[src/design/q2e_pkg.sv]
// Shared types, constants and CORDIC / square-root step functions
// for the quaternion to Euler angle converter. No dependencies.
package q2e_pkg;

   localparam int Q14W      = 16;
   localparam int PRODW     = 32;
   localparam int SUMW      = 34;
   localparam int SW        = 30;
   localparam int CW        = 40;
   localparam int AW        = 25;
   localparam int VW        = 58;
   localparam int ISQ_STEPS = 29;
   localparam int SQW       = 29;
   localparam int TABLE_LEN = 24;
   localparam int HALF_TURN = 180 * 32768;
   localparam int YAW_LIM   = 23040;
   localparam int PITCH_LIM = 11520;

   localparam logic signed [SW-1:0] ONE_Q28 = SW'(1 << 28);
   localparam logic [VW-1:0]        ONE_Q56 = VW'(1) << 56;

   typedef struct packed {
      logic signed [SUMW-1:0] yaw_y;
      logic signed [SUMW-1:0] yaw_x;
      logic signed [SUMW-1:0] roll_y;
      logic signed [SUMW-1:0] roll_x;
      logic signed [SW-1:0]   s;
      logic                   clamped;
   } item_type;

   typedef struct packed {
      logic signed [CW-1:0] x;
      logic signed [CW-1:0] y;
      logic signed [AW-1:0] z;
      logic                 zero;
   } vec_type;

   typedef struct packed {
      vec_type         yaw;
      vec_type         roll;
      vec_type         pitch;
      logic [VW-1:0]   v;
      logic [VW-1:0]   res;
      logic            clamped;
   } stage_type;

   function automatic logic signed [AW-1:0] atan_tab(input int i);
      logic signed [AW-1:0] a;
      case (i)
         0:  a = AW'(1474560);
         1:  a = AW'(870484);
         2:  a = AW'(459940);
         3:  a = AW'(233473);
         4:  a = AW'(117189);
         5:  a = AW'(58652);
         6:  a = AW'(29333);
         7:  a = AW'(14667);
         8:  a = AW'(7334);
         9:  a = AW'(3667);
         10: a = AW'(1833);
         11: a = AW'(917);
         12: a = AW'(458);
         13: a = AW'(229);
         14: a = AW'(115);
         15: a = AW'(57);
         16: a = AW'(29);
         17: a = AW'(14);
         18: a = AW'(7);
         19: a = AW'(4);
         20: a = AW'(2);
         21: a = AW'(1);
         default: a = '0;
      endcase
      return a;
   endfunction

   // half-turn pre-rotation into the right half-plane, zero vector flagged
   function automatic vec_type cordic_pre(input vec_type a);
      vec_type r;
      r      = a;
      r.z    = '0;
      r.zero = (a.x == '0) && (a.y == '0);
      if (a.x < 0) begin
         r.x = -a.x;
         r.y = -a.y;
         r.z = (a.y >= 0) ? AW'(HALF_TURN) : -AW'(HALF_TURN);
      end
      return r;
   endfunction

   function automatic vec_type cordic_step(input vec_type a, input int i);
      vec_type r;
      r = a;
      if (a.y >= 0) begin
         r.x = a.x + (a.y >>> i);
         r.y = a.y - (a.x >>> i);
         r.z = a.z + atan_tab(i);
      end else begin
         r.x = a.x - (a.y >>> i);
         r.y = a.y + (a.x >>> i);
         r.z = a.z - atan_tab(i);
      end
      return r;
   endfunction

   function automatic stage_type isqrt_step(input stage_type a, input int k);
      stage_type     r;
      logic [VW-1:0] b;
      logic [VW-1:0] t;
      r = a;
      b = VW'(1) << (56 - 2 * k);
      t = a.res + b;
      if (a.v >= t) begin
         r.v   = a.v - t;
         r.res = (a.res >> 1) + b;
      end else begin
         r.res = a.res >> 1;
      end
      return r;
   endfunction

   function automatic logic signed [15:0] to_deg(input logic signed [AW-1:0] z,
                                                input int lim, input logic zero);
      logic signed [AW-1:0] r;
      r = (z + AW'(128)) >>> 8;
      if (zero) r = '0;
      if (r > AW'(lim)) r = AW'(lim);
      if (r < -AW'(lim)) r = -AW'(lim);
      return r[15:0];
   endfunction

endpackage

[src/design/q2e_fifo.sv]
// Four-entry item queue between front and back ends. Uses q2e_pkg.
module q2e_fifo (
   input  logic              clock,
   input  logic              reset,
   input  logic              push,
   input  q2e_pkg::item_type push_item,
   output logic              full,
   input  logic              pop,
   output logic              not_empty,
   output q2e_pkg::item_type head
);

   q2e_pkg::item_type mem [0:3];
   logic [1:0] wr_ff, rd_ff;
   logic [2:0] cnt_ff;

   assign full      = (cnt_ff == 3'd4);
   assign not_empty = (cnt_ff != 3'd0);
   assign head      = mem[rd_ff];

   always_ff @(posedge clock) begin
      if (reset) begin
         wr_ff  <= '0;
         rd_ff  <= '0;
         cnt_ff <= '0;
      end else begin
         if (push) wr_ff <= wr_ff + 2'd1;
         if (pop) rd_ff <= rd_ff + 2'd1;
         cnt_ff <= cnt_ff + 3'(push) - 3'(pop);
      end
      if (push) mem[wr_ff] <= push_item;
   end

endmodule

[config.mk]
export PLATFORM = sky130hd
export DESIGN_NAME = q2e_fifo
export DESIGN_NICKNAME = d
export VERILOG_FILES = /design/src/design/q2e_pkg.sv /design/src/design/q2e_fifo.sv
export SDC_FILE = /design/constraint.sdc
export NUM_CORES = 1
export LEC_CHECK = 0
export BUFFER_PORTS_ARGS = -buffer_cell sky130_fd_sc_hd__clkbuf_2
export CAP_MARGIN = 15
export CORE_ASPECT_RATIO = 1.1
export CORE_MARGIN = 5
export CORE_UTILIZATION = 55
export DETAILED_ROUTE_END_ITERATION = 8
export PLACE_DENSITY_LB_ADDON = 0.12
export SLEW_MARGIN = 20
export SYNTH_ARGS = -nofsm -noshare
export SYNTH_HDL_FRONTEND = slang
export SYNTH_SLANG_ARGS = --single-unit
[constraint.sdc]
create_clock -name clock -period 5.9 [get_ports clock]
set_clock_uncertainty 0.15 [all_clocks]
set_input_delay 0.295 -clock clock [delete_from_list [all_inputs] [get_ports clock]]
set_output_delay 0.295 -clock clock [all_outputs]
set_load 0.02 [all_outputs]
==> out/results.ini <==
[logic_synthesis]
ys_top_cells_by_count = edfxtp_1 (668), mux4_2 (167), buf_2 (18)
ys_ff_latch = 677
synth.net_count = 1093
syn_area_mm2 = 0.0246
synth.largest_area_cell = edfxtp_1
synth_top_area_frac = 0.815
async_flop_share = 0
synth_ff_type = edfxtp_1
synth_warnings = 0
yosys-top-cells-area = edfxtp_1 (82%), mux4_2 (15%), dfxtp_1 (0.73%)
yosysSeqAreaShare = 0.823
yosysUniqueCellTypes = 23
avgSynthCellArea_um2 = 26.9
synth_edf_count = 668
syn_inst = 915
synth_most_common_cell = edfxtp_1

[clock_tree]
cts_tree = done
htreeDepth = 3
clkTransAtPathRegs_ns = 0.06
cts_buffers = 68
clkLatencyLatePin_ns = 0.58
root_buffer = clkbuf_16
clock_path_buffers = 3
cts_sinks = 677
cts_resized = 0

[placement]
post-dp-hpwl_mm = 27.7
numPortBuffers = 339
gp_congestion = 0.746

[routing]
wirelength_mm = 48.4
met2_wirelength_mm = 24.8
vias_per_cell = 5.51
met3_length_mm = 3.46
met1Wirelength_mm = 19.0
first_pass_iters = 4
topRoutingLayerUsed = met4
initialDrtViolationCount = 736
wire_per_inst_um = 23.1
drtAntennaViolNets = 0
drc_errors = 0
vias = 11600

[cells_and_area]
seqCellArea_mm2 = 0.0202
multiInputGateArea_mm2 = 0.00401
drive_above_1_share = 0.400
num-nets-final = 1645
fillCellCount = 2805
area_delta_synth_final_pct = 24.6

[sta]
period_share = 0.540
finalMaxSlewViolations = 0
worstMarginPinSlew_ns = 1.03
hold_viol = 0
relSlewSlack = 0.311
setup-tns-final_ns = 0
rsz0062_at_grt = false
max_freq_mhz = 314
finalCriticalPeriod_ns = 3.18
setup_viol = 0
holdWs_ns = 0.316

[critical_path]
ff2ff_path_depth = 3
path_max_fanout = 56
reg2reg_from = wr_ff[0]$_SDFFE_PP0P_
critPathKind = flip-flop to output pin
slowest_stage = mux4_2
r2r_end = mem[1][162]$_DFFE_PP_
critPathMaxStageDelay_ns = 0.61
crit_path_cell_trace = buf_16, buf_12, mux4_2, clkbuf_2
crit_path_start_kind = flip-flop
r2r_slack_ns = 3.27
critical_path_required_ns = 5.45
arrival_ns = 2.74
end_kind = output pin

[floorplan]
die_area_mm2 = 0.0491
start_util = 0.554
chipWidth_um = 212
io_pins = 340
coreArea_mm2 = 0.0444
row_count = 81
die_h_um = 232

[global_route]
grt.overflow.total = 0
grt_pass1_vias = 12500
track_usage = 0.200
grt_pass1_wl_mm = 73.9
antenna_found_initial = 3
grt_max_degree = 139

[run]
maxCapViolations = 0

[worst_hold_path]
hold-path-endpoint = mem[2][11]$_DFFE_PP_
hold_depth = 2
hp-start = push_item[11]
hp-class = input port to flip-flop

[status]
outcome = finished, final reports clean

[pwr]
power.leakage_nw = 10.5
powerDensity_mw_per_mm2 = 351
vdd_ir_drop_max_mv = 0.271

==> sequential cells by signal (all words and copies together), names as in the netlist, named ones only <==
register	count
wr_ff	2
rd_ff	2
mem	668
cnt_ff	3
==> area by class of cell <==
type	count	share of cell area
multi-input cells	194	0.131
flip-flops and latches	677	0.660
clock inverters	30	0.00588
clock buffers	85	0.0610
diodes	6	0.000490
inverters	6	0.000734
well taps	581	0.0237
repair buffers	520	0.117
==> cells in the final DEF, fill, tap and decap left out, drive strengths merged, types with 2 or more instances in the layout <==
cell         instances
mux4               167
diode                6
inv                  7
xnor2                2
buf                 10
edfxtp             668
and2                 4
dlygate4sd3        171
dfxtp                9
ha                   6
nor2                 5
clkbuf             424
clkinv              26
bufinv               2
nor2b                2
==> per-stage QoR <==
step | setup WS (ns) | total power, mW | cells | utilization | area (µm²)
after floorplan | 0.851 | 6.44 | 915 | - | 24600
after global placement | 2.95 | 6.81 | 1806 | 0.605 | 26900
after detailed placement | 2.94 | 6.83 | 1806 | 0.605 | 26900
after CTS | 2.31 | 10.9 | 2092 | 0.690 | 30600
after global routing | 2.49 | 11.2 | 2095 | 0.691 | 30700
final | 2.72 | 10.8 | 2099 | 0.691 | 30700
==> report_power, final <==
part / leakage (nW) / total (mW) / internal, mW / switching [mW]
Sequential: 6.21 / 5.59 / 5.53 / 0.0541
Combinational: 3.26 / 1.22 / 0.514 / 0.704
Clock: 0.999 / 3.97 / 2.32 / 1.65
Total: 10.5 / 10.8 / 8.36 / 2.41
==> layer usage <==
layer  track usage  up-vias
met3        0.0530       74
li1              -     5115
met5             0        -
met2         0.327      376
met1         0.265     6010
met4        0.0678        0
==> worst max path at each step <==
stage | startpoint | endpoint | slack (ns)
after floorplan | wr_ff[0]$_SDFFE_PP0P_ | mem[0][0]$_DFFE_PP_ | 0.85
after global placement | flip-flop | head[133] | 2.95
after detailed placement | flip-flop | head[133] | 2.94
after CTS | flip-flop | head[139] | 2.31
after global routing | flip-flop | head[52] | 2.49
final | flip-flop | head[49] | 2.72
==> cell families (layout without fill, tap and decap cells) <==
family / after synthesis / in the layout / synth area share
adders and majority gates: 7 / 7 / 0.00386
xor gates and xnor gates: 3 / 3 / 0.00168
muxes: 168 / 168 / 0.153
buffers and inverters: 44 / 641 / 0.0148
AOI/OAI and AO/OA: 2 / 2 / 0.000610
and+or+nand+nor: 14 / 14 / 0.00310
other: 0 / 6 / 0
DFF: 677 / 677 / 0.823
==> worst max-delay path: cells and delay by family (launching register included) <==
family,cells,cell delay (ns)
muxes,1,0.61
DFF,1,0.55
buffers and inverters,3,0.88
==> what timing repair did <==
action | in CTS | in global routing
buffers inserted | 0 | 0
hold endpoints to repair | 677 | 0
hold buffers | 171 | 0
No activity file was read; power rests on OpenSTA's default activity.
